`config.mk`:
```
export PLATFORM = sky130hd
export DESIGN_NAME = glyph_blit_clip_pixel_pack_flat
export DESIGN_NICKNAME = d
export VERILOG_FILES = /design/src/rtl/core/gbcp_pkg.sv /design/src/rtl/core/gbcp_pix_if.sv /design/src/rtl/core/gbcp_wr_if.sv /design/src/rtl/core/gbcp_cfg_if.sv /design/src/rtl/core/glyph_blit_clip_pixel_pack.sv /design/src/flat_wrapper.sv
export VERILOG_INCLUDE_DIRS = /design/src /design/src/rtl/core
export SDC_FILE = /design/constraint.sdc
export NUM_CORES = 1
export LEC_CHECK = 0
export BUFFER_PORTS_ARGS = -buffer_cell sky130_fd_sc_hd__buf_2
export CAP_MARGIN = 5
export CORE_MARGIN = 2
export CORE_UTILIZATION = 50
export DETAILED_ROUTE_END_ITERATION = 6
export PLACE_DENSITY = 0.65
export SYNTH_ARGS = -nofsm -noshare
export SYNTH_HDL_FRONTEND = slang
export SYNTH_SLANG_ARGS = --single-unit
export TNS_END_PERCENT = 5
```
`constraint.sdc`:
```
create_clock -name clk -period 13.1 [get_ports clk]
set_input_delay 0 -clock clk [delete_from_list [all_inputs] [get_ports clk]]
set_output_delay 0 -clock clk [all_outputs]
set_load 0.01 [all_outputs]
```
`src/rtl/core/glyph_blit_clip_pixel_pack_defines.svh`:
```
// Assertion macros for the glyph blitter.
`ifndef GLYPH_BLIT_CLIP_PIXEL_PACK_DEFINES_SVH
`define GLYPH_BLIT_CLIP_PIXEL_PACK_DEFINES_SVH

// Same-cycle implication, sampled on clk, off during reset.
`define GBCP_ASSERT_NOW(label, ante, cons) \
  label: assert property (@(posedge clk) disable iff (!rst_n) (ante) |-> (cons)) \
    else $error("gbcp assertion failed");

// Next-cycle implication, sampled on clk, off during reset.
`define GBCP_ASSERT_NEXT(label, ante, cons) \
  label: assert property (@(posedge clk) disable iff (!rst_n) (ante) |=> (cons)) \
    else $error("gbcp assertion failed");

`endif

```
`src/rtl/core/gbcp_pkg.sv`:
```
// Types, constants and helper functions of the glyph blitter.
package gbcp_pkg;

  localparam int MAX_GLYPH_SIDE  = 256;
  localparam int MAX_SCREEN_SIDE = 4096;

  // Fixed field widths
  localparam int ORG_W   = 13;
  localparam int GSIDE_W = 9;
  localparam int SSIDE_W = 13;
  localparam int LB_W    = 15;
  localparam int FMT_W   = 2;
  localparam int PIX_W   = 24;
  localparam int OFF_W   = 26;
  localparam int DATA_W  = 32;
  localparam int SIZE_W  = 2;
  localparam int CIDX_W  = 3;
  localparam int CDAT_W  = 15;

  // Glyph counters and position math
  localparam int CNT_W = $clog2(MAX_GLYPH_SIDE);
  localparam int CMP_W = (CNT_W + 1 > GSIDE_W) ? CNT_W + 1 : GSIDE_W;
  localparam int POS_W = ORG_W + 1;
  localparam int PROD_W = (POS_W - 1) + LB_W;

  typedef enum logic [CIDX_W-1:0] {
    REG_ORIGIN_X      = 3'd0,
    REG_ORIGIN_Y      = 3'd1,
    REG_GLYPH_WIDTH   = 3'd2,
    REG_GLYPH_ROWS    = 3'd3,
    REG_SCREEN_WIDTH  = 3'd4,
    REG_SCREEN_HEIGHT = 3'd5,
    REG_LINE_BYTES    = 3'd6,
    REG_PIXEL_FORMAT  = 3'd7
  } cfg_idx_t;

  typedef enum logic [FMT_W-1:0] {
    FMT_8BPP   = 2'd0,
    FMT_RGB565 = 2'd1,
    FMT_32BPP  = 2'd2,
    FMT_BAD    = 2'd3
  } pix_fmt_t;

  typedef enum logic [SIZE_W-1:0] {
    SIZE_BYTE = 2'd0,
    SIZE_HALF = 2'd1,
    SIZE_WORD = 2'd2
  } acc_size_t;

  // Zero acts as one, oversize clamps to the maximum side.
  function automatic logic [GSIDE_W-1:0] glyph_side(input logic [GSIDE_W-1:0] v);
    logic [GSIDE_W-1:0] res;
    res = v;
    if (v == '0) res = GSIDE_W'(1);
    else if (int'(v) > MAX_GLYPH_SIDE) res = GSIDE_W'(MAX_GLYPH_SIDE);
    return res;
  endfunction

  function automatic logic [SSIDE_W-1:0] screen_side(input logic [SSIDE_W-1:0] v);
    logic [SSIDE_W-1:0] res;
    res = v;
    if (int'(v) > MAX_SCREEN_SIDE) res = SSIDE_W'(MAX_SCREEN_SIDE);
    return res;
  endfunction

  function automatic logic [15:0] pack_rgb565(input logic [PIX_W-1:0] pix);
    return {pix[23:19], pix[15:10], pix[7:3]};
  endfunction

endpackage

```
`src/rtl/core/gbcp_pix_if.sv`:
```
// Pixel input channel.
interface gbcp_pix_if;
  import gbcp_pkg::*;

  logic             valid;
  logic             ready;
  logic [PIX_W-1:0] pixel_color;

  modport source (output valid, output pixel_color, input ready);
  modport sink   (input valid, input pixel_color, output ready);
endinterface

```
`src/rtl/core/gbcp_wr_if.sv`:
```
// Frame-buffer write result channel.
interface gbcp_wr_if;
  import gbcp_pkg::*;

  logic              valid;
  logic              ready;
  logic              write_enable;
  logic [OFF_W-1:0]  byte_offset;
  logic [DATA_W-1:0] write_data;
  logic [SIZE_W-1:0] access_size;
  logic              format_error;
  logic              glyph_done;

  modport source (output valid, output write_enable, output byte_offset,
                  output write_data, output access_size, output format_error,
                  output glyph_done, input ready);
  modport sink   (input valid, input write_enable, input byte_offset,
                  input write_data, input access_size, input format_error,
                  input glyph_done, output ready);
endinterface

```
`src/rtl/core/gbcp_cfg_if.sv`:
```
// Configuration write channel.
interface gbcp_cfg_if;
  import gbcp_pkg::*;

  logic              valid;
  logic              ready;
  logic [CIDX_W-1:0] idx;
  logic [CDAT_W-1:0] data;

  modport source (output valid, output idx, output data, input ready);
  modport sink   (input valid, input idx, input data, output ready);
endinterface

```
`src/rtl/core/glyph_blit_clip_pixel_pack.sv`:
```
// Glyph blitter top level: placement, clipping, offset and pixel packing.
//
// Takes glyph pixels in raster order, one item per clock unless the output
// stalls, and returns one result item per pixel via the stage one and two
// registers. Stage one latches the pixel together with its screen position,
// formed from the origin registers and the column/row counters; stage two
// clips against the screen, forms row * line_bytes + column * pixel_bytes
// with one 13x15 multiplier and packs the color (8bpp low byte, RGB565 or
// 32bpp). Throughput is one item per cycle; both stages advance together
// and the input is held off only while both stage registers are full and
// the output item is not taken. A clipped pixel or an unsupported format
// gives write_enable 0 with zero offset, data and size; format_error is set
// only for an on-screen pixel in the unsupported format. glyph_done marks
// the last pixel of the glyph, after which the counters restart.
// Configuration writes are taken at any time (cfg ready is always high) but
// are only meant while idle; they never reset the counters.
`include "glyph_blit_clip_pixel_pack_defines.svh"

module glyph_blit_clip_pixel_pack (
  input logic         clk,
  input logic         rst_n,
  gbcp_pix_if.sink    in_ch,
  gbcp_wr_if.source   out_ch,
  gbcp_cfg_if.sink    cfg_ch
);
  import gbcp_pkg::*;

  // Configuration registers
  logic [ORG_W-1:0]   origin_x_r, origin_y_r;
  logic [GSIDE_W-1:0] glyph_width_r, glyph_rows_r;
  logic [SSIDE_W-1:0] screen_width_r, screen_height_r;
  logic [LB_W-1:0]    line_bytes_r;
  logic [FMT_W-1:0]   pixel_format_r;

  // Glyph counters
  logic [CNT_W-1:0] col_r, col_nxt, row_r, row_nxt;

  // Stage one
  logic             s1_vld_r, s1_vld_nxt;
  logic [PIX_W-1:0] s1_pix_r;
  logic [POS_W-1:0] s1_px_r, s1_py_r;
  logic             s1_last_r;

  // Stage two / output
  logic              out_vld_r, out_vld_nxt;
  logic              out_we_r, out_we_nxt;
  logic [OFF_W-1:0]  out_off_r, out_off_nxt;
  logic [DATA_W-1:0] out_data_r, out_data_nxt;
  logic [SIZE_W-1:0] out_size_r, out_size_nxt;
  logic              out_err_r, out_err_nxt;
  logic              out_done_r;

  logic in_acc, s1_adv, out_free;
  logic cfg_wr;

  logic [CMP_W-1:0] w_eff, h_eff;
  logic             row_end, last_now;
  logic [POS_W-1:0] px_now, py_now;

  logic               visible;
  logic [SSIDE_W-1:0] sw_eff, sh_eff;
  logic [PROD_W-1:0]  row_prod;
  logic [OFF_W-1:0]   col_term;

  // ---------------------------------------------------------------- handshake
  assign out_free     = !out_vld_r || out_ch.ready;
  assign s1_adv       = s1_vld_r && out_free;
  assign in_ch.ready  = !s1_vld_r || out_free;
  assign in_acc       = in_ch.valid && in_ch.ready;
  assign cfg_ch.ready = 1'b1;
  assign cfg_wr       = cfg_ch.valid && cfg_ch.ready;

  // ---------------------------------------------------------------- config
  always_ff @(posedge clk) begin
    if (!rst_n) begin
      origin_x_r      <= '0;
      origin_y_r      <= '0;
      glyph_width_r   <= GSIDE_W'(1);
      glyph_rows_r    <= GSIDE_W'(1);
      screen_width_r  <= SSIDE_W'(480);
      screen_height_r <= SSIDE_W'(272);
      line_bytes_r    <= LB_W'(960);
      pixel_format_r  <= FMT_RGB565;
    end else if (cfg_wr) begin
      unique case (cfg_idx_t'(cfg_ch.idx))
        REG_ORIGIN_X:      origin_x_r      <= cfg_ch.data[ORG_W-1:0];
        REG_ORIGIN_Y:      origin_y_r      <= cfg_ch.data[ORG_W-1:0];
        REG_GLYPH_WIDTH:   glyph_width_r   <= cfg_ch.data[GSIDE_W-1:0];
        REG_GLYPH_ROWS:    glyph_rows_r    <= cfg_ch.data[GSIDE_W-1:0];
        REG_SCREEN_WIDTH:  screen_width_r  <= cfg_ch.data[SSIDE_W-1:0];
        REG_SCREEN_HEIGHT: screen_height_r <= cfg_ch.data[SSIDE_W-1:0];
        REG_LINE_BYTES:    line_bytes_r    <= cfg_ch.data[LB_W-1:0];
        REG_PIXEL_FORMAT:  pixel_format_r  <= cfg_ch.data[FMT_W-1:0];
        default: ;
      endcase
    end
  end

  // ---------------------------------------------------------------- counters
  // A counter at or past the last index ends its row or glyph.
  always_comb begin
    w_eff    = CMP_W'(glyph_side(glyph_width_r));
    h_eff    = CMP_W'(glyph_side(glyph_rows_r));
    row_end  = (CMP_W'(col_r) + CMP_W'(1)) >= w_eff;
    last_now = row_end && ((CMP_W'(row_r) + CMP_W'(1)) >= h_eff);
    px_now   = POS_W'($signed(origin_x_r)) + POS_W'(col_r);
    py_now   = POS_W'($signed(origin_y_r)) + POS_W'(row_r);

    col_nxt = col_r;
    row_nxt = row_r;
    if (in_acc) begin
      if (last_now) begin
        col_nxt = '0;
        row_nxt = '0;
      end else if (row_end) begin
        col_nxt = '0;
        row_nxt = row_r + CNT_W'(1);
      end else begin
        col_nxt = col_r + CNT_W'(1);
      end
    end
  end

  always_ff @(posedge clk) begin
    if (!rst_n) begin
      col_r <= '0;
      row_r <= '0;
    end else begin
      col_r <= col_nxt;
      row_r <= row_nxt;
    end
  end

  // ---------------------------------------------------------------- stage one
  assign s1_vld_nxt = in_acc || (s1_vld_r && !out_free);

  always_ff @(posedge clk) begin
    if (!rst_n) begin
      s1_vld_r <= 1'b0;
    end else begin
      s1_vld_r <= s1_vld_nxt;
    end
  end

  always_ff @(posedge clk) begin
    if (in_acc) begin
      s1_pix_r  <= in_ch.pixel_color;
      s1_px_r   <= px_now;
      s1_py_r   <= py_now;
      s1_last_r <= last_now;
    end
  end

  // ---------------------------------------------------------------- stage two
  // Clip, pack, and form the byte offset.
  always_comb begin
    sw_eff  = screen_side(screen_width_r);
    sh_eff  = screen_side(screen_height_r);
    visible = !s1_px_r[POS_W-1] && !s1_py_r[POS_W-1] &&
              (s1_px_r[POS_W-2:0] < sw_eff) && (s1_py_r[POS_W-2:0] < sh_eff);
    row_prod = PROD_W'(s1_py_r[POS_W-2:0]) * PROD_W'(line_bytes_r);

    out_we_nxt   = 1'b0;
    out_data_nxt = '0;
    out_size_nxt = SIZE_BYTE;
    out_err_nxt  = 1'b0;
    col_term     = '0;
    if (visible) begin
      unique case (pix_fmt_t'(pixel_format_r))
        FMT_8BPP: begin
          out_we_nxt   = 1'b1;
          out_data_nxt = DATA_W'(s1_pix_r[7:0]);
          out_size_nxt = SIZE_BYTE;
          col_term     = OFF_W'(s1_px_r[POS_W-2:0]);
        end
        FMT_RGB565: begin
          out_we_nxt   = 1'b1;
          out_data_nxt = DATA_W'(pack_rgb565(s1_pix_r));
          out_size_nxt = SIZE_HALF;
          col_term     = OFF_W'({s1_px_r[POS_W-2:0], 1'b0});
        end
        FMT_32BPP: begin
          out_we_nxt   = 1'b1;
          out_data_nxt = DATA_W'(s1_pix_r);
          out_size_nxt = SIZE_WORD;
          col_term     = OFF_W'({s1_px_r[POS_W-2:0], 2'b00});
        end
        default: out_err_nxt = 1'b1;
      endcase
    end
    out_off_nxt = out_we_nxt ? (row_prod[OFF_W-1:0] + col_term) : '0;
    out_vld_nxt = s1_adv || (out_vld_r && !out_ch.ready);
  end

  always_ff @(posedge clk) begin
    if (!rst_n) begin
      out_vld_r <= 1'b0;
    end else begin
      out_vld_r <= out_vld_nxt;
    end
  end

  always_ff @(posedge clk) begin
    if (s1_adv) begin
      out_we_r   <= out_we_nxt;
      out_off_r  <= out_off_nxt;
      out_data_r <= out_data_nxt;
      out_size_r <= out_size_nxt;
      out_err_r  <= out_err_nxt;
      out_done_r <= s1_last_r;
    end
  end

  assign out_ch.valid        = out_vld_r;
  assign out_ch.write_enable = out_we_r;
  assign out_ch.byte_offset  = out_off_r;
  assign out_ch.write_data   = out_data_r;
  assign out_ch.access_size  = out_size_r;
  assign out_ch.format_error = out_err_r;
  assign out_ch.glyph_done   = out_done_r;

  // ---------------------------------------------------------------- checks
  `GBCP_ASSERT_NEXT(a_last_restarts, in_acc && last_now, col_r == '0 && row_r == '0)
  `GBCP_ASSERT_NOW(a_nowrite_zero, out_vld_r && !out_we_r,
                   out_off_r == '0 && out_data_r == '0 && out_size_r == SIZE_BYTE)
  `GBCP_ASSERT_NOW(a_we_err_excl, out_vld_r && out_we_r,
                   !out_err_r && pixel_format_r != FMT_BAD)
  `GBCP_ASSERT_NOW(a_stage_flow, s1_vld_r && !out_free, !in_ch.ready)

endmodule
```
`src/flat_wrapper.sv`:
```
// flat-port wrapper written by rule: the top's interface ports become plain ports
module glyph_blit_clip_pixel_pack_flat import gbcp_pkg::*;
  (clk, rst_n, in_ch_valid, in_ch_pixel_color, in_ch_ready, out_ch_valid, out_ch_write_enable, out_ch_byte_offset, out_ch_write_data, out_ch_access_size, out_ch_format_error, out_ch_glyph_done, out_ch_ready, cfg_ch_valid, cfg_ch_idx, cfg_ch_data, cfg_ch_ready);
  gbcp_pix_if in_ch_i ();
  gbcp_wr_if out_ch_i ();
  gbcp_cfg_if cfg_ch_i ();
  input logic clk;
  input logic rst_n;
  input wire logic [$bits(in_ch_i.valid)-1:0] in_ch_valid;
  input wire logic [$bits(in_ch_i.pixel_color)-1:0] in_ch_pixel_color;
  output wire logic [$bits(in_ch_i.ready)-1:0] in_ch_ready;
  output wire logic [$bits(out_ch_i.valid)-1:0] out_ch_valid;
  output wire logic [$bits(out_ch_i.write_enable)-1:0] out_ch_write_enable;
  output wire logic [$bits(out_ch_i.byte_offset)-1:0] out_ch_byte_offset;
  output wire logic [$bits(out_ch_i.write_data)-1:0] out_ch_write_data;
  output wire logic [$bits(out_ch_i.access_size)-1:0] out_ch_access_size;
  output wire logic [$bits(out_ch_i.format_error)-1:0] out_ch_format_error;
  output wire logic [$bits(out_ch_i.glyph_done)-1:0] out_ch_glyph_done;
  input wire logic [$bits(out_ch_i.ready)-1:0] out_ch_ready;
  input wire logic [$bits(cfg_ch_i.valid)-1:0] cfg_ch_valid;
  input wire logic [$bits(cfg_ch_i.idx)-1:0] cfg_ch_idx;
  input wire logic [$bits(cfg_ch_i.data)-1:0] cfg_ch_data;
  output wire logic [$bits(cfg_ch_i.ready)-1:0] cfg_ch_ready;
  assign in_ch_i.valid = in_ch_valid;
  assign in_ch_i.pixel_color = in_ch_pixel_color;
  assign in_ch_ready = in_ch_i.ready;
  assign out_ch_valid = out_ch_i.valid;
  assign out_ch_write_enable = out_ch_i.write_enable;
  assign out_ch_byte_offset = out_ch_i.byte_offset;
  assign out_ch_write_data = out_ch_i.write_data;
  assign out_ch_access_size = out_ch_i.access_size;
  assign out_ch_format_error = out_ch_i.format_error;
  assign out_ch_glyph_done = out_ch_i.glyph_done;
  assign out_ch_i.ready = out_ch_ready;
  assign cfg_ch_i.valid = cfg_ch_valid;
  assign cfg_ch_i.idx = cfg_ch_idx;
  assign cfg_ch_i.data = cfg_ch_data;
  assign cfg_ch_ready = cfg_ch_i.ready;
  glyph_blit_clip_pixel_pack u_core (.clk(clk), .rst_n(rst_n), .in_ch(in_ch_i), .out_ch(out_ch_i), .cfg_ch(cfg_ch_i));
endmodule
```
==> impl_metrics.json <==
{
  "outcome": "finished, final reports clean",
  "layout-drive-gt1-share_pct": 8.766,
  "path_buf_inv": 2,
  "cts_max_level": 1,
  "synth_seq_cells": 213,
  "hold_path_class": "input pin to flop",
  "p_switching_w": 0.0006518,
  "ys_seq_area_share_pct": 32.00,
  "r2r_slack_ps": 6720,
  "dieHeight_um": 186.8,
  "antenna_found_initial": 0,
  "relSlewSlack_pct": 18.21,
  "final.setup.tns_ps": 0,
  "dp.cells": 2253,
  "grt.overflow.total": 0,
  "grt_pass1_vias": 12644,
  "hpwl_mm": 28.50,
  "drv_slew": 0,
  "nets": 2229,
  "p_comb_share_pct": 28.3,
  "critPathRequiredTime_ps": 13450,
  "synth_top_area_cell": "edfxtp_1",
  "clock.fmax_mhz": 156.7,
  "grt_pass1_wl_mm": 64.52,
  "setup_viol": 0,
  "insertion_delay_ps": 550,
  "p_clk_share_pct": 34.4,
  "cp_max_fo": 15,
  "min_period_over_period_pct": 48.71,
  "die_w_um": 186.8,
  "rsz0062_at_grt": "no",
  "num-fill-cells": 2940,
  "synthFlopType": "edfxtp_1",
  "grt_use_total_pct": 22.68,
  "crit_family": "adder cells",
  "cts.path.max_buffers": 3,
  "core_region_area_um2": 32700,
  "cts_tree": "built",
  "cpPeakStageDelay_ps": 650,
  "cts_resized": 0,
  "ys_top_cells_by_count": "336 x nand2_1, 169 x inv_1, 155 x fa_1",
  "endpoint_kind": "flop",
  "synth.area.top_cells": "edfxtp_1 19%, fa_1 19%, dfxtp_1 13%",
  "arrival_ps": 6730,
  "ys_types": 71,
  "leakage_nw": 8.304,
  "routed_wl_mm": 38.95,
  "crit_top_cell": "fa_1",
  "worstPathCellList": "and2_1 > fa_1 > inv_1 > fa_1 > fa_1 > fa_1 > inv_1 > fa_1 > fa_1 > ha_1 > nand2_1 > o31ai_1 > a21oi_1 > a31oi_1 > nand2_1 > o21ba_2 > nor4_1",
  "sequentialPowerShare_pct": 37.3,
  "power_density_nw_per_um2": 107.7,
  "synth_top_area_share_pct": 19.41,
  "grt_start_max_net_pins": 88,
  "fin_skew_ps": 25.74,
  "drtPass1Iterations": 5,
  "rows": 66,
  "avgSynthCellArea_um2": 9.407,
  "synth_cells": 1776,
  "place_congestion": 0.8383,
  "cts_setup_buffers": 0,
  "min_period_ps": 6380,
  "power.internal_w": 0.001374,
  "swShare_pct": 32.17,
  "antenna_cells": 0,
  "numCtsBuffers": 25,
  "fin_cells": 2347,
  "drt_iter0_drc": 759,
  "synthArstFlopShare_pct": 0,
  "clk_pin_slew_ps": 60,
  "worst-setup-path-type": "flop to flop",
  "vias_per_cell": 5.327,
  "die_area_um2": 34890,
  "yosys_warnings": 0,
  "wire_per_inst_um": 16.60,
  "ctsRootBufferMaster": "clkbuf_16",
  "max_cap_viol_count": 0,
  "crit_path_top_delay_cell": "edfxtp_1",
  "syn_to_final_growth_pct": 12.61,
  "yosysMostFrequentCell": "nand2_1",
  "ios": 113,
  "portBuffers": 103,
  "synth_area_um2": 16710,
  "drc": 0,
  "ir_drop_v": 0.00009659,
  "ctsHoldBuffers": 48,
  "worst_pin_slew_ps": 1222,
  "vias": 12503,
  "hold_violations": 0,
  "synth_edf_count": 108,
  "cp-start-kind": "flop",
  "start_util_pct": 51.09,
  "clkSinkCount": 213,
  "drt.antenna.violating_nets": 0
}
-- stage by stage --
stage / cell area, µm² / util, % / hold WS (ps) / total power, W / worst slack, ps
after floorplan: 16730 / - / 98.87 / 0.001188 / 7121
after global placement: 17510 / 53.55 / 176.9 / 0.001315 / 6882
after detailed placement: 17510 / 53.55 / 178.1 / 0.001327 / 6774
after CTS: 18810 / 57.53 / 8.891 / 0.002040 / 6762
after global routing: 18810 / 57.53 / 71.61 / 0.002150 / 6278
final: 18810 / 57.53 / 52.01 / 0.002026 / 6720
-- path summary, 6_finish.rpt --
kind                            cells past startpoint                from                       endpoint
worst max-delay path                               17  u_core.s1_py_r[12]  u_core.out_ch.byte_offset[25]
worst min register to register                      0    u_core.s1_last_r       u_core.out_ch.glyph_done
worst min-delay path                                4        cfg_ch_valid       u_core.pixel_format_r[0]
worst max register to register                     17  u_core.s1_py_r[12]  u_core.out_ch.byte_offset[25]
-- area by class of cell --
| class | instances | area, µm² | share of cell area, % |
|---|---|---|---|
| repair buffers | 157 | 1041 | 5.533 |
| flip-flops and latches | 213 | 5345 | 28.41 |
| clock inverters | 14 | 137.6 | 0.7316 |
| multi-input cells | 1318 | 10410 | 55.34 |
| well taps | 442 | 553.0 | 2.940 |
| inverters | 171 | 641.9 | 3.412 |
| clock buffers | 32 | 683.2 | 3.631 |
-- kinds of logic (layout without fill, tap and decap cells) --
| kind of cell | Yosys count | in the layout | synth area share [%] |
|---|---|---|---|
| other cells | 2 | 9 | 0.04495 |
| mux | 5 | 5 | 0.3071 |
| flops | 213 | 213 | 32.00 |
| buf+inv | 252 | 374 | 5.924 |
| fa+ha+maj | 296 | 296 | 29.13 |
| compound gates | 266 | 266 | 10.25 |
| xor+xnor | 58 | 58 | 3.041 |
| simple gates | 684 | 684 | 19.30 |
-- layer usage --
layer | track usage (%) | share of wire [%] | wire length [µm]
met1 | 31.51 | 46 | 17800
met2 | 37.62 | 46 | 17900
met3 | 2.746 | 5.7 | 2205
met4 | 6.197 | 2.7 | 1049
met5 | 0 | 0 | 0
-- sequential cells by signal, summed over array words and instances (netlist names) --
register / cells
u_core.glyph_width_r: 9
u_core.s1_pix_r: 24
u_core.out_ch.write_data: 24
u_core.screen_height_r: 13
u_core.screen_width_r: 13
u_core.row_r: 8
u_core.out_ch.byte_offset: 26
u_core.out_ch.format_error: 1
u_core.s1_vld_r: 1
u_core.out_ch.access_size: 2
u_core.out_ch.valid: 1
u_core.glyph_rows_r: 9
u_core.pixel_format_r: 2
u_core.out_ch.glyph_done: 1
u_core.origin_y_r: 13
u_core.origin_x_r: 13
u_core.col_r: 8
u_core.s1_last_r: 1
u_core.s1_px_r: 14
u_core.out_ch.write_enable: 1
u_core.line_bytes_r: 15
u_core.s1_py_r: 14
-- power groups by stage --
stage	clock, W	sequential (W)	combinational, W
final	0.000697	0.000756	0.000573
after floorplan	0	0.000759	0.000429
after detailed placement	0	0.000770	0.000557
after global routing	0.000735	0.000759	0.000655
after global placement	0	0.000769	0.000546
after CTS	0.000710	0.000756	0.000575
-- tightest hold or removal path, stage by stage --
cell	delay [ps]
buf_2	150
nand4_1	240
mux2i_1	110
nand2_1	70
-- cells in the final DEF (no fill, tap or decap), drive strengths merged, types with 5 or more instances in the layout --
master	synthesis	routed
nand2b	18	18
and2	114	114
a211oi	19	19
xor2	28	28
inv	169	172
a22o	10	10
ha	141	141
nor3	16	16
a21oi	132	132
conb	2	9
nand2	336	336
o31ai	5	5
nor3b	6	6
xnor2	30	30
o21ai	31	31
buf	16	109
dfxtp	105	105
a21o	15	15
o21a	6	6
nand3	26	26
clkinv	2	10
fa	155	155
and3	17	17
o211ai	5	5
clkbuf	65	32
nand4	10	10
nor2b	31	31
a22oi	8	8
dlygate4sd3	0	48
nor2	92	92
edfxtp	108	108
Note: power is estimated with default switching activity, not from simulation.
